===== src/rtl/ctt_pkg.sv =====
`timescale 1ns / 1ps

package ctt_pkg;

    // Scanner modes
    localparam logic [2:0] MODE_IDLE   = 3'd0;
    localparam logic [2:0] MODE_NUMBER = 3'd1;
    localparam logic [2:0] MODE_SIGN   = 3'd2;
    localparam logic [2:0] MODE_UNQ    = 3'd3;
    localparam logic [2:0] MODE_QUOTED = 3'd4;

    // Token kinds
    localparam logic [2:0] KIND_NUMBER = 3'd0;
    localparam logic [2:0] KIND_SYMBOL = 3'd1;
    localparam logic [2:0] KIND_STRING = 3'd2;
    localparam logic [2:0] KIND_WS     = 3'd3;
    localparam logic [2:0] KIND_LF     = 3'd4;

    // Character codes with a role of their own
    localparam logic [7:0] CH_LF     = 8'h0A;
    localparam logic [7:0] CH_SPACE  = 8'h20;
    localparam logic [7:0] CH_QUOTE  = 8'h22;
    localparam logic [7:0] CH_BSLASH = 8'h5C;
    localparam logic [7:0] CH_PLUS   = 8'h2B;
    localparam logic [7:0] CH_MINUS  = 8'h2D;
    localparam logic [7:0] CH_DOT    = 8'h2E;
    localparam logic [7:0] CH_ZERO   = 8'h30;
    localparam logic [7:0] CH_NINE   = 8'h39;

    typedef struct packed {
        logic [2:0]  kind;
        logic [15:0] start;
        logic [15:0] len;
        logic        ovf;
        logic        last;
    } ctt_res_t;

    // Results produced by one byte, oldest in r0
    typedef struct packed {
        logic [1:0] cnt;
        ctt_res_t   r0;
        ctt_res_t   r1;
    } ctt_push_t;

    function automatic logic is_num(input logic [7:0] c);
        return ((c >= CH_ZERO) && (c <= CH_NINE)) || (c == CH_DOT);
    endfunction

    function automatic logic is_sign(input logic [7:0] c);
        return (c == CH_PLUS) || (c == CH_MINUS);
    endfunction

    // Bytes that close an unquoted string
    function automatic logic is_end(input logic [7:0] c);
        logic r;
        case (c)
            8'h20, 8'h2C, 8'h40, 8'h7E, 8'h5E, 8'h2F, 8'h24, 8'h26, 8'h22,
            8'h27, 8'h21, 8'h23, 8'h25, 8'h2B, 8'h2A, 8'h3D, 8'h5B, 8'h7B,
            8'h5D, 8'h7D, 8'h5C, 8'h7C, 8'h3C, 8'h3E, 8'h60, 8'h0A: r = 1'b1;
            default: r = 1'b0;
        endcase
        return r;
    endfunction

    // Single-byte symbols
    function automatic logic is_sym(input logic [7:0] c);
        logic r;
        case (c)
            8'h2C, 8'h40, 8'h7E, 8'h5E, 8'h2F, 8'h24, 8'h26, 8'h27, 8'h21,
            8'h23, 8'h25, 8'h2B, 8'h2A, 8'h3D, 8'h5B, 8'h7B, 8'h5D, 8'h7D,
            8'h5C, 8'h7C, 8'h3C, 8'h3E, 8'h60, 8'h2D, 8'h3A: r = 1'b1;
            default: r = 1'b0;
        endcase
        return r;
    endfunction

endpackage


===== src/rtl/ctt_scan.sv =====
`timescale 1ns / 1ps

module ctt_scan #(
    parameter int POS_WIDTH = 16
) (
    input  logic              aclk,
    input  logic              aresetn,
    input  logic              step,
    input  logic [7:0]        char_code,
    input  logic              end_of_text,
    output ctt_pkg::ctt_push_t push
);
    import ctt_pkg::*;

    localparam int XW = (POS_WIDTH > 16) ? POS_WIDTH + 1 : 17;
    localparam logic [POS_WIDTH-1:0] POS_MAX = {POS_WIDTH{1'b1}};

    logic [2:0]           mode_reg, mode_next;
    logic                 esc_reg, esc_next;
    logic [POS_WIDTH-1:0] ts_reg, ts_next;
    logic [POS_WIDTH-1:0] pos_reg, pos_next;
    logic                 ovf_reg, ovf_next;

    logic                 taken;
    logic                 a_v, b_v, c_v;
    logic [2:0]           a_kind, b_kind, c_kind, bc_kind;
    logic [POS_WIDTH-1:0] c_start, bc_start;
    logic [POS_WIDTH:0]   a_end, c_end, bc_end;
    logic [POS_WIDTH:0]   p_ext, p_inc;
    ctt_res_t             res_a, res_bc;

    function automatic logic [15:0] sat16(input logic [POS_WIDTH:0] v);
        logic [XW-1:0] x;
        x = XW'(v);
        return (x > XW'(16'hFFFF)) ? 16'hFFFF : x[15:0];
    endfunction

    function automatic ctt_res_t mk_res(input logic [2:0] kind,
                                        input logic [POS_WIDTH-1:0] start,
                                        input logic [POS_WIDTH:0] end_excl,
                                        input logic ovf,
                                        input logic last);
        ctt_res_t r;
        logic [POS_WIDTH:0] s;
        logic [POS_WIDTH:0] len;
        s   = {1'b0, start};
        len = (end_excl > s) ? end_excl - s : '0;
        if (len > {1'b0, POS_MAX}) len = {1'b0, POS_MAX};
        if (len == '0) len = (POS_WIDTH+1)'(1);
        r.kind  = kind;
        r.start = sat16(s);
        r.len   = sat16(len);
        r.ovf   = ovf;
        r.last  = last;
        return r;
    endfunction

    assign p_ext = {1'b0, pos_reg};
    assign p_inc = p_ext + (POS_WIDTH+1)'(1);

    always_comb begin
        mode_next = mode_reg;
        esc_next  = esc_reg;
        ts_next   = ts_reg;
        taken     = 1'b0;
        a_v       = 1'b0;
        a_kind    = KIND_NUMBER;
        a_end     = p_ext;
        b_v       = 1'b0;
        b_kind    = KIND_LF;
        c_v       = 1'b0;
        c_kind    = KIND_STRING;
        c_start   = ts_reg;
        c_end     = p_inc;

        // Continue the open token
        unique case (mode_reg)
            MODE_NUMBER: begin
                if (is_num(char_code) || is_sign(char_code)) begin
                    taken = 1'b1;
                end else begin
                    a_v       = 1'b1;
                    a_kind    = KIND_NUMBER;
                    a_end     = p_ext;
                    mode_next = MODE_IDLE;
                end
            end
            MODE_SIGN: begin
                if (is_num(char_code)) begin
                    mode_next = MODE_NUMBER;
                    taken     = 1'b1;
                end else begin
                    a_v       = 1'b1;
                    a_kind    = KIND_SYMBOL;
                    a_end     = {1'b0, ts_reg} + (POS_WIDTH+1)'(1);
                    mode_next = MODE_IDLE;
                end
            end
            MODE_UNQ: begin
                priority if (esc_reg) begin
                    esc_next = 1'b0;
                    taken    = 1'b1;
                end else if (char_code == CH_BSLASH) begin
                    esc_next = 1'b1;
                    taken    = 1'b1;
                end else if (is_end(char_code)) begin
                    a_v       = 1'b1;
                    a_kind    = KIND_STRING;
                    a_end     = p_ext;
                    mode_next = MODE_IDLE;
                end else begin
                    taken = 1'b1;
                end
            end
            MODE_QUOTED: begin
                taken = 1'b1;
                priority if (esc_reg) begin
                    esc_next = 1'b0;
                end else if (char_code == CH_BSLASH) begin
                    esc_next = 1'b1;
                end else if (char_code == CH_QUOTE) begin
                    a_v       = 1'b1;
                    a_kind    = KIND_STRING;
                    a_end     = p_inc;
                    mode_next = MODE_IDLE;
                end else begin
                    esc_next = 1'b0;
                end
            end
            default: mode_next = MODE_IDLE;
        endcase

        // Open a new token with this byte
        if (!taken) begin
            priority if (char_code == CH_LF) begin
                b_v    = 1'b1;
                b_kind = KIND_LF;
            end else if (char_code == CH_SPACE) begin
                b_v    = 1'b1;
                b_kind = KIND_WS;
            end else if (is_num(char_code)) begin
                mode_next = MODE_NUMBER;
                ts_next   = pos_reg;
            end else if (is_sign(char_code)) begin
                mode_next = MODE_SIGN;
                ts_next   = pos_reg;
            end else if (is_sym(char_code)) begin
                b_v    = 1'b1;
                b_kind = KIND_SYMBOL;
            end else begin
                mode_next = (char_code == CH_QUOTE) ? MODE_QUOTED : MODE_UNQ;
                ts_next   = pos_reg;
                esc_next  = 1'b0;
            end
        end

        // Flush at end of text
        c_start = ts_next;
        if (end_of_text) begin
            priority case (mode_next)
                MODE_SIGN: begin
                    c_v    = 1'b1;
                    c_kind = KIND_SYMBOL;
                    c_end  = {1'b0, ts_next} + (POS_WIDTH+1)'(1);
                end
                MODE_NUMBER: begin
                    c_v    = 1'b1;
                    c_kind = KIND_NUMBER;
                end
                MODE_UNQ, MODE_QUOTED: begin
                    c_v    = 1'b1;
                    c_kind = KIND_STRING;
                end
                default: c_v = 1'b0;
            endcase
        end
    end

    // A one-byte token and an end-of-text flush never come from the same byte
    assign bc_kind  = b_v ? b_kind : c_kind;
    assign bc_start = b_v ? pos_reg : c_start;
    assign bc_end   = b_v ? p_inc : c_end;

    assign res_a  = mk_res(a_kind, ts_reg, a_end, ovf_reg, !(b_v || c_v));
    assign res_bc = mk_res(bc_kind, bc_start, bc_end, ovf_reg, 1'b1);

    always_comb begin
        if (a_v) begin
            push.cnt = (b_v || c_v) ? 2'd2 : 2'd1;
            push.r0  = res_a;
            push.r1  = res_bc;
        end else begin
            push.cnt = (b_v || c_v) ? 2'd1 : 2'd0;
            push.r0  = res_bc;
            push.r1  = res_bc;
        end
    end

    always_comb begin
        if (pos_reg == POS_MAX) begin
            pos_next = POS_MAX;
            ovf_next = 1'b1;
        end else begin
            pos_next = pos_reg + POS_WIDTH'(1);
            ovf_next = ovf_reg;
        end
    end

    always_ff @(posedge aclk) begin
        if (!aresetn) begin
            mode_reg <= MODE_IDLE;
            esc_reg  <= 1'b0;
            ts_reg   <= '0;
            pos_reg  <= '0;
            ovf_reg  <= 1'b0;
        end else if (step) begin
            if (end_of_text) begin
                mode_reg <= MODE_IDLE;
                esc_reg  <= 1'b0;
                ts_reg   <= '0;
                pos_reg  <= '0;
                ovf_reg  <= 1'b0;
            end else begin
                mode_reg <= mode_next;
                esc_reg  <= esc_next;
                ts_reg   <= ts_next;
                pos_reg  <= pos_next;
                ovf_reg  <= ovf_next;
            end
        end
    end

endmodule


===== src/rtl/ctt_fifo.sv =====
`timescale 1ns / 1ps

module ctt_fifo (
    input  logic               aclk,
    input  logic               aresetn,
    input  logic               push_en,
    input  ctt_pkg::ctt_push_t push,
    output logic               room,
    output logic               out_valid,
    input  logic               out_ready,
    output ctt_pkg::ctt_res_t  out_res
);
    import ctt_pkg::*;

    localparam int DEPTH = 4;

    ctt_res_t   entry_reg [DEPTH];
    logic [1:0] wr_ptr_reg, wr_ptr_next;
    logic [1:0] rd_ptr_reg, rd_ptr_next;
    logic [2:0] count_reg, count_next;
    logic [1:0] n_in;
    logic       pop;

    assign n_in      = push_en ? push.cnt : 2'd0;
    assign out_valid = (count_reg != 3'd0);
    assign pop       = out_valid && out_ready;
    assign out_res   = entry_reg[rd_ptr_reg];
    // Keep two slots free so any byte can land
    assign room      = (count_reg <= 3'(DEPTH - 2));

    assign wr_ptr_next = wr_ptr_reg + n_in;
    assign rd_ptr_next = rd_ptr_reg + {1'b0, pop};
    assign count_next  = count_reg + {1'b0, n_in} - {2'b00, pop};

    always_ff @(posedge aclk) begin
        if (!aresetn) begin
            wr_ptr_reg <= '0;
            rd_ptr_reg <= '0;
            count_reg  <= '0;
        end else begin
            wr_ptr_reg <= wr_ptr_next;
            rd_ptr_reg <= rd_ptr_next;
            count_reg  <= count_next;
        end
    end

    always_ff @(posedge aclk) begin
        if (n_in != 2'd0) begin
            entry_reg[wr_ptr_reg] <= push.r0;
        end
        if (n_in == 2'd2) begin
            entry_reg[wr_ptr_reg + 2'd1] <= push.r1;
        end
    end

endmodule


===== src/rtl/command_text_tokenizer_top.sv =====
`timescale 1ns / 1ps
// Command text tokenizer.
// Slave channel (s_): one text byte per request in s_tdata[7:0]; s_tlast marks
// the last byte of a text. Master channel (m_): one token per request, giving
// its kind and overflow flag in m_tuser and its start offset and length in
// m_tdata. m_tlast is high on the final token caused by a given input byte.
// A token is reported when the byte that ends it is accepted; s_tlast flushes
// any open token and restarts offsets at 0 for the next text.
// Tokens caused by a byte are written into the result queue when that byte is
// accepted. Throughput: one byte per cycle while s_tready is high. A byte can cause up to
// two tokens, which drain through a four-entry result queue at one per cycle while m_tready is high.
// s_tready is high while the queue has at least two free entries, so the
// input side keeps moving while a finished token waits on a stalled receiver;
// once the receiver has held off until fewer than two entries are free, s_tready
// drops until entries drain.
// Reset (aresetn low, synchronous): queue emptied, scanner idle, offsets and
// the overflow flag cleared.
// Offsets are POS_WIDTH bits wide and saturate at the top value; start and
// length outputs saturate at 65535.

module command_text_tokenizer_top #(
    parameter int POS_WIDTH = 16
) (
    input  logic        aclk,
    input  logic        aresetn,
    input  logic        s_tvalid,
    output logic        s_tready,
    input  logic [7:0]  s_tdata,   // [7:0] char_code
    input  logic        s_tlast,   // end_of_text
    output logic        m_tvalid,
    input  logic        m_tready,
    output logic [31:0] m_tdata,   // [15:0] start_pos, [31:16] token_length
    output logic [7:0]  m_tuser,   // [2:0] token_kind, [3] pos_overflow, [7:4] zero
    output logic        m_tlast    // last_of_run
);
    import ctt_pkg::*;

    ctt_push_t push;
    ctt_res_t  out_res;
    logic      room;
    logic      step;

    // Advance the scanner on every accepted byte
    assign s_tready = room;
    assign step     = s_tvalid && room;

    ctt_scan #(
        .POS_WIDTH(POS_WIDTH)
    ) u_scan (
        .aclk        (aclk),
        .aresetn     (aresetn),
        .step        (step),
        .char_code   (s_tdata),
        .end_of_text (s_tlast),
        .push        (push)
    );

    // Hold results until the receiver takes them
    ctt_fifo u_fifo (
        .aclk      (aclk),
        .aresetn   (aresetn),
        .push_en   (step),
        .push      (push),
        .room      (room),
        .out_valid (m_tvalid),
        .out_ready (m_tready),
        .out_res   (out_res)
    );

    assign m_tdata = {out_res.len, out_res.start};
    assign m_tuser = {4'b0000, out_res.ovf, out_res.kind};
    assign m_tlast = out_res.last;

endmodule


===== config.mk =====
export PLATFORM = sky130hd
export DESIGN_NAME = command_text_tokenizer_top
export DESIGN_NICKNAME = d
export VERILOG_FILES = /design/src/rtl/ctt_pkg.sv /design/src/rtl/ctt_scan.sv /design/src/rtl/ctt_fifo.sv /design/src/rtl/command_text_tokenizer_top.sv
export SDC_FILE = /design/constraint.sdc
export NUM_CORES = 1
export LEC_CHECK = 0
export BUFFER_PORTS_ARGS = -buffer_cell sky130_fd_sc_hd__buf_2
export CORE_UTILIZATION = 52
export CTS_BUF_LIST = sky130_fd_sc_hd__clkbuf_8
export DETAILED_ROUTE_END_ITERATION = 7
export GPL_ROUTABILITY_DRIVEN = 1
export GPL_TIMING_DRIVEN = 0
export PLACE_DENSITY_LB_ADDON = 0.15
export SLEW_MARGIN = 25
export SYNTH_ARGS = -nofsm -noshare
export SYNTH_HDL_FRONTEND = slang
export SYNTH_SLANG_ARGS = --single-unit

===== constraint.sdc =====
create_clock -name aclk -period 8.38 [get_ports aclk]
set_clock_uncertainty 0.15 [all_clocks]
set_input_delay 0.838 -clock aclk [delete_from_list [all_inputs] [get_ports aclk]]
set_output_delay 0.838 -clock aclk [all_outputs]
set_load 0.05 [all_outputs]

======== Yosys cells after proc, flatten, opt, wreduce, memory -nomap -nowiden ========
Memory sizes are Yosys's and may differ from the RTL's. A register that Yosys moved wholly into a read port is not among the register bits.
Index checks and enable logic that the tools add are counted.
storage, ports and cells
  output and inout bits ................... 43
  bits in registers ....................... 44
  RAM bits ................................ 148
  latch bits .............................. 0
  memories ................................ 2
  input port bits ......................... 13
  memory bits (read-only) ................. 128
cells by class
  shifts and indexed selects .............. 0
  reduce and logical (&&, ||, !) cells .... 17
  $mul .................................... 0
  bitwise logic cells ..................... 0
  divide/modulo/power cells ............... 0
  $add $sub $neg .......................... 11
  magnitude comparators ................... 9
  equal/unequal tests ..................... 39
  mux-type cells .......................... 114
memory list
  memory            words  width  read ports  clocked after memory_dff  wr ports  line            RTL
  u_fifo.entry_reg  4      37     1           1                         2         ctt_fifo.sv:17  ctt_res_t entry_reg [DEPTH];
  (name not given)  128    1      1           0                         0         ctt_pkg.sv:56   case (c)
operators by type and width
  kind                                                             number
  2-to-1 mux 17 bit                                                13
  2-to-1 mux 16 bit                                                12
  == test 8 x 6 -> 1 bit, second input constant                    18
  2-to-1 mux 3 bit                                                 27
  == test 8 x 7 -> 1 bit, second input constant                    10
  2-to-1 mux 76 bit                                                1
  greater-than comparator 17 x 16 -> 1 bit, second input constant  4
  adder 16 x 1 -> 17 bit, second input constant                    3
  2-to-1 mux 1 bit                                                 50
  greater-than comparator 17 x 16 -> 1 bit                         2
  zero test 17 bit                                                 2
  one-hot mux 17 bit (2 select lines)                              1
  subtractor 17 x 16 -> 17 bit                                     2
  OR reduction 25 bit                                              1
  adder 16 x 1 -> 16 bit, second input constant                    1
  == test 16 bit, second input constant                            1
  == test 3 x 2 -> 1 bit, second input constant                    4
  one-hot mux 3 bit (4 select lines)                               1
  2-to-1 mux 2 bit                                                 5
  one-hot mux 3 bit (3 select lines)                               1
  == test 8 x 4 -> 1 bit, second input constant                    1
  >= comparator 8 x 6 -> 1 bit, second input constant              1
  <= comparator 8 x 6 -> 1 bit, second input constant              1
  one-hot mux 1 bit (4 select lines)                               2
  18 further kinds                                                 26

======== Longest topological paths before layout ========
An unclocked memory read counts as a cell.
  depth in word-level cells ............... 33
  mapped depth ............................ 27
  mapped depth without buffers ............ 24

======== By module ========
Synthesis repeated with hierarchy kept, for this count alone.
unflattened totals
  cells, all modules ...................... 1312
  area total of the unflattened synthesis .. 13903.3 µm²
modules (own cells, without submodules)
  module                      seq. area each (µm²)  cells an instance  instances  area each (µm²)
  ctt_fifo                    4584.4                411                1          7723.7
  ctt_scan                    740.7                 895                1          6139.6
  command_text_tokenizer_top  0.0                   6                  1          40.0

======== Worst setup path before layout ========
OpenSTA, ideal clock, no wires.
  path kind ............................... in2reg
  start ................................... in s_tdata[0]
  end ..................................... mem u_fifo.entry_reg[1][2] (netlist name), data pin
  required time ........................... 8054 ps
  stages on the path ...................... 27
  setup slack ............................. 1599 ps
  arrival ................................. 6455 ps
  cell sequence ........................... inv_1 -> ha_1 -> buf_2 -> or4b_1 -> nand4_1 -> mux2_1 -> o221ai_2 -> a2111o_1 -> clkbuf_1 -> mux2_2 -> ha_1 -> clkbuf_1 -> nand3_1 -> xnor2_1 -> nand2_1 -> o211ai_1 -> o21ai_0 -> ha_1 -> a21o_1 -> or3_1 -> o21ai_0 -> a311oi_1 -> a2111oi_1 -> nor2b_1 -> a41o_1 -> a21oi_1 -> o32ai_1
RTL lines
  what             line                              RTL
  start, declared  command_text_tokenizer_top.sv:28  input logic [7:0] s_tdata,
  end, declared    ctt_fifo.sv:17

==> qor.yml <==
outcome:
  status: "finished, final reports clean"
sta:
  min_period_over_period_pct: 95.67
  hold_slack_ns: 0.3296
  slew_viol_final: 0
  finalHoldViolCount: 0
  worstMarginPinSlew_ns: 1.106
  fin_crit_ns: 8.017
  rsz0062_at_grt: "false"
  fmax_ghz: 0.1247
  slew_headroom_pct: 25.30
  setup_viol: 0
detailed_routing:
  viasPerCell: 6.778
  drc: 0
  num_vias: 11630
  ant_nets: 0
  drt_wl_total_um: 42690
  drtIter0Drc: 1492
  first_pass_iters: 5
  routedWlPerCell_um: 24.89
worst_setup_path:
  cp-start-kind: "primary input"
  critPathRequiredTime_ns: 8.54
  crit_path_end_kind: "flop"
  critPathKind: "in -> reg"
  cp_max_fo: 10
  cp-startpoint: "s_tdata[5]"
  r2r_start: "u_scan.mode_reg[1]"
  arrival_ns: 8.18
floorplanning:
  initial_utilization_pct: 53.56
  die-area_um2: 25910
  dieWidth_um: 161.0
  chipHeight_um: 161.0
  ioPinCount: 56
  core_um2: 24530
  rows: 57
clocking:
  htreeDepth: 4
  cts.sinks: 192
  cts_buffer_depth: 2
  clk-insertion-delay-late_ns: 0.50
  clk_pin_slew_ns: 0.12
  cts_buffers: 17
  ctsHoldBuffers: 0
  cts_resized: 0
  postCtsSetupRepairBufs: 0
  cts_tree: "built"
  cts-root-buf: "clkbuf_8"
global_route:
  antenna_found_initial: 0
  grt_max_degree: 39
  grt_pass1_wl_um: 65760
  grt_usage_pct: 33.63
  grt-ovfl-total: 0
  grt_pass1_vias: 10920
final_layout:
  final_layout_size_suffix_gt1_share_pct: 13.32
  nFillCells: 2184
  area_growth_pct: 8.703
  largest_register_ffs: 148
  design_area_um2: 14280
  nNetsFinal: 1440
synthesis:
  yosysSeqAreaShare_pct: 40.22
  ys_types: 87
  avgSynthCellArea_um2: 10.08
  synthArstFlopShare_pct: 0
  ys_seq_elements: 192
  syn_inst: 1303
  synth_edf_count: 144
  ys_warn_count: 0
  synthFlopType: "edfxtp_1"
  synth_area_um2: 13140
hold_path:
  min_from: "u_fifo.entry_reg[1][0]"
  hold_class: "reg -> reg"
placed_design:
  port_buffers: 50
  gp_congestion: 1.024
  dp_hpwl_um: 32370
  dpl_cell_area_um2: 13860
flow_run:
  cap_violations: 0
power:
  p_per_area_nw_per_um2: 212.9
  ir_drop_mv: 0.1506
  p_leak_uw: 0.005043
==> routing by layer <==
metal | routed length (um) | GRT usage (%) | share of wire, % | vias to the layer above
met5 | 0 | 0 | 0 | -
met2 | 18540 | 49.71 | 43 | 711
met1 | 18390 | 49.46 | 43 | 5608
met4 | 1439 | 12.95 | 3.4 | 0
met3 | 4319 | 5.217 | 10 | 74
li1 | - | - | - | 5232
==> logic make-up (layout without fill, tap and decap cells) <==
logic type,after synthesis,after routing,share of synthesized area (%)
AOI/OAI and AO/OA,432,432,23.32
xor gates and xnor gates,59,59,3.933
adders and majority gates,51,51,5.028
buffers and inverters,150,233,4.913
DFF,192,192,40.22
muxes,63,63,8.417
other,1,6,0.02854
and+or+nand+nor,355,355,14.14
==> metrics by stage <==
step | setup TNS [ns] | utilization [%] | total power, uW | cells | setup WS [ns]
finish | 0 | 58.22 | 3041 | 1715 | 0.3631
global route | 0 | 58.20 | 3153 | 1713 | 0.04795
CTS | 0 | 58.18 | 3036 | 1713 | 0.3307
detailed placement | -0.5572 | 56.50 | 2402 | 1681 | -0.1789
global placement | 0 | 56.28 | 2378 | 1680 | 0.02095
floorplan | 0 | - | 2086 | 1306 | 1.599
==> synth_stat cells (21+ instances only) <==
| cell | count | area [um^2] |
|---|---|---|
| inv_1 | 47 | 176.4 |
| dfxtp_1 | 48 | 960.9 |
| xnor2_1 | 37 | 324.1 |
| nand3_1 | 34 | 170.2 |
| o221ai_1 | 58 | 508.0 |
| nor2_1 | 75 | 281.5 |
| a21oi_1 | 49 | 245.2 |
| nor2b_1 | 34 | 212.7 |
| a22oi_1 | 22 | 165.2 |
| xor2_1 | 22 | 192.7 |
| clkbuf_1 | 69 | 259.0 |
| and2_1 | 23 | 143.9 |
| mux4_2 | 37 | 833.3 |
| nand2_1 | 75 | 281.5 |
| edfxtp_1 | 144 | 4324 |
| o22ai_1 | 65 | 406.6 |
| o21ai_0 | 79 | 395.4 |
| a211o_1 | 21 | 183.9 |
| ha_1 | 48 | 600.6 |
==> placed cells by master (no fill, tap or decap), drive strengths merged, types with 9 or more instances in the layout <==
master  instances
nand2b         11
o22ai          65
or3            14
edfxtp        144
nand4          13
a211o          21
dfxtp          48
nand2          75
ha             48
xor2           22
buf            81
xnor2          37
and2           23
nor2b          34
mux4           37
clkbuf         86
a21o           14
nor2           75
a21oi          49
o221ai         59
o211ai          9
a22oi          22
o21a           10
a211oi         18
o21ai          83
inv            55
mux2i          19
nor3           18
a31oi          13
nand3          34
o21bai         12
clkinv         11
and3           16
==> path summary, 6_finish.rpt <==
path	endpoint	slack, ns	cells after the start
min reg2reg	u_fifo.entry_reg[1][0]	0.33	1
max	u_fifo.entry_reg[3][2]	0.36	26
min	u_fifo.entry_reg[1][0]	0.33	1
max reg2reg	u_fifo.entry_reg[3][2]	0.99	24
==> cell type report <==
cell class	instances	area [um^2]	area share (%)
clock buffer	17	234.0	1.638
clock inverter	15	178.9	1.253
timing repair buffer	51	277.8	1.945
antenna	2	5.005	0.03504
inverter	51	191.4	1.340
tap	324	405.4	2.838
sequential	192	5285	37.00
buffer	99	455.4	3.189
multi-input combinational	964	7251	50.76
==> worst max-delay path, cell delays in order <==
cell and delay, ns:
buf_2 0.08, buf_2 0.20, nor4bb_1 0.39, o21ai_0 0.35, mux2_1 0.40, o221ai_2 0.29, a2111o_1 0.39, clkbuf_1 0.48
mux2_2 0.40, ha_1 0.19, clkbuf_1 0.23, nand3_1 0.17, xnor2_1 0.12, nand2_1 0.08, o211ai_1 0.11, o21ai_0 0.16
ha_1 0.35, a21o_1 0.19, or3_1 0.33, o21ai_0 0.55, a311oi_1 0.22, a2111oi_2 0.76, nor2b_1 0.26, a41o_1 0.21
a21oi_1 0.09, o32ai_1 0.33
==> power by group <==
group	switching [uW]	internal [uW]
Clock	422	231
Combinational	863	380
Sequential	31.0	1110
Total	1320	1720
Note: power is estimated with default switching activity, not from simulation.
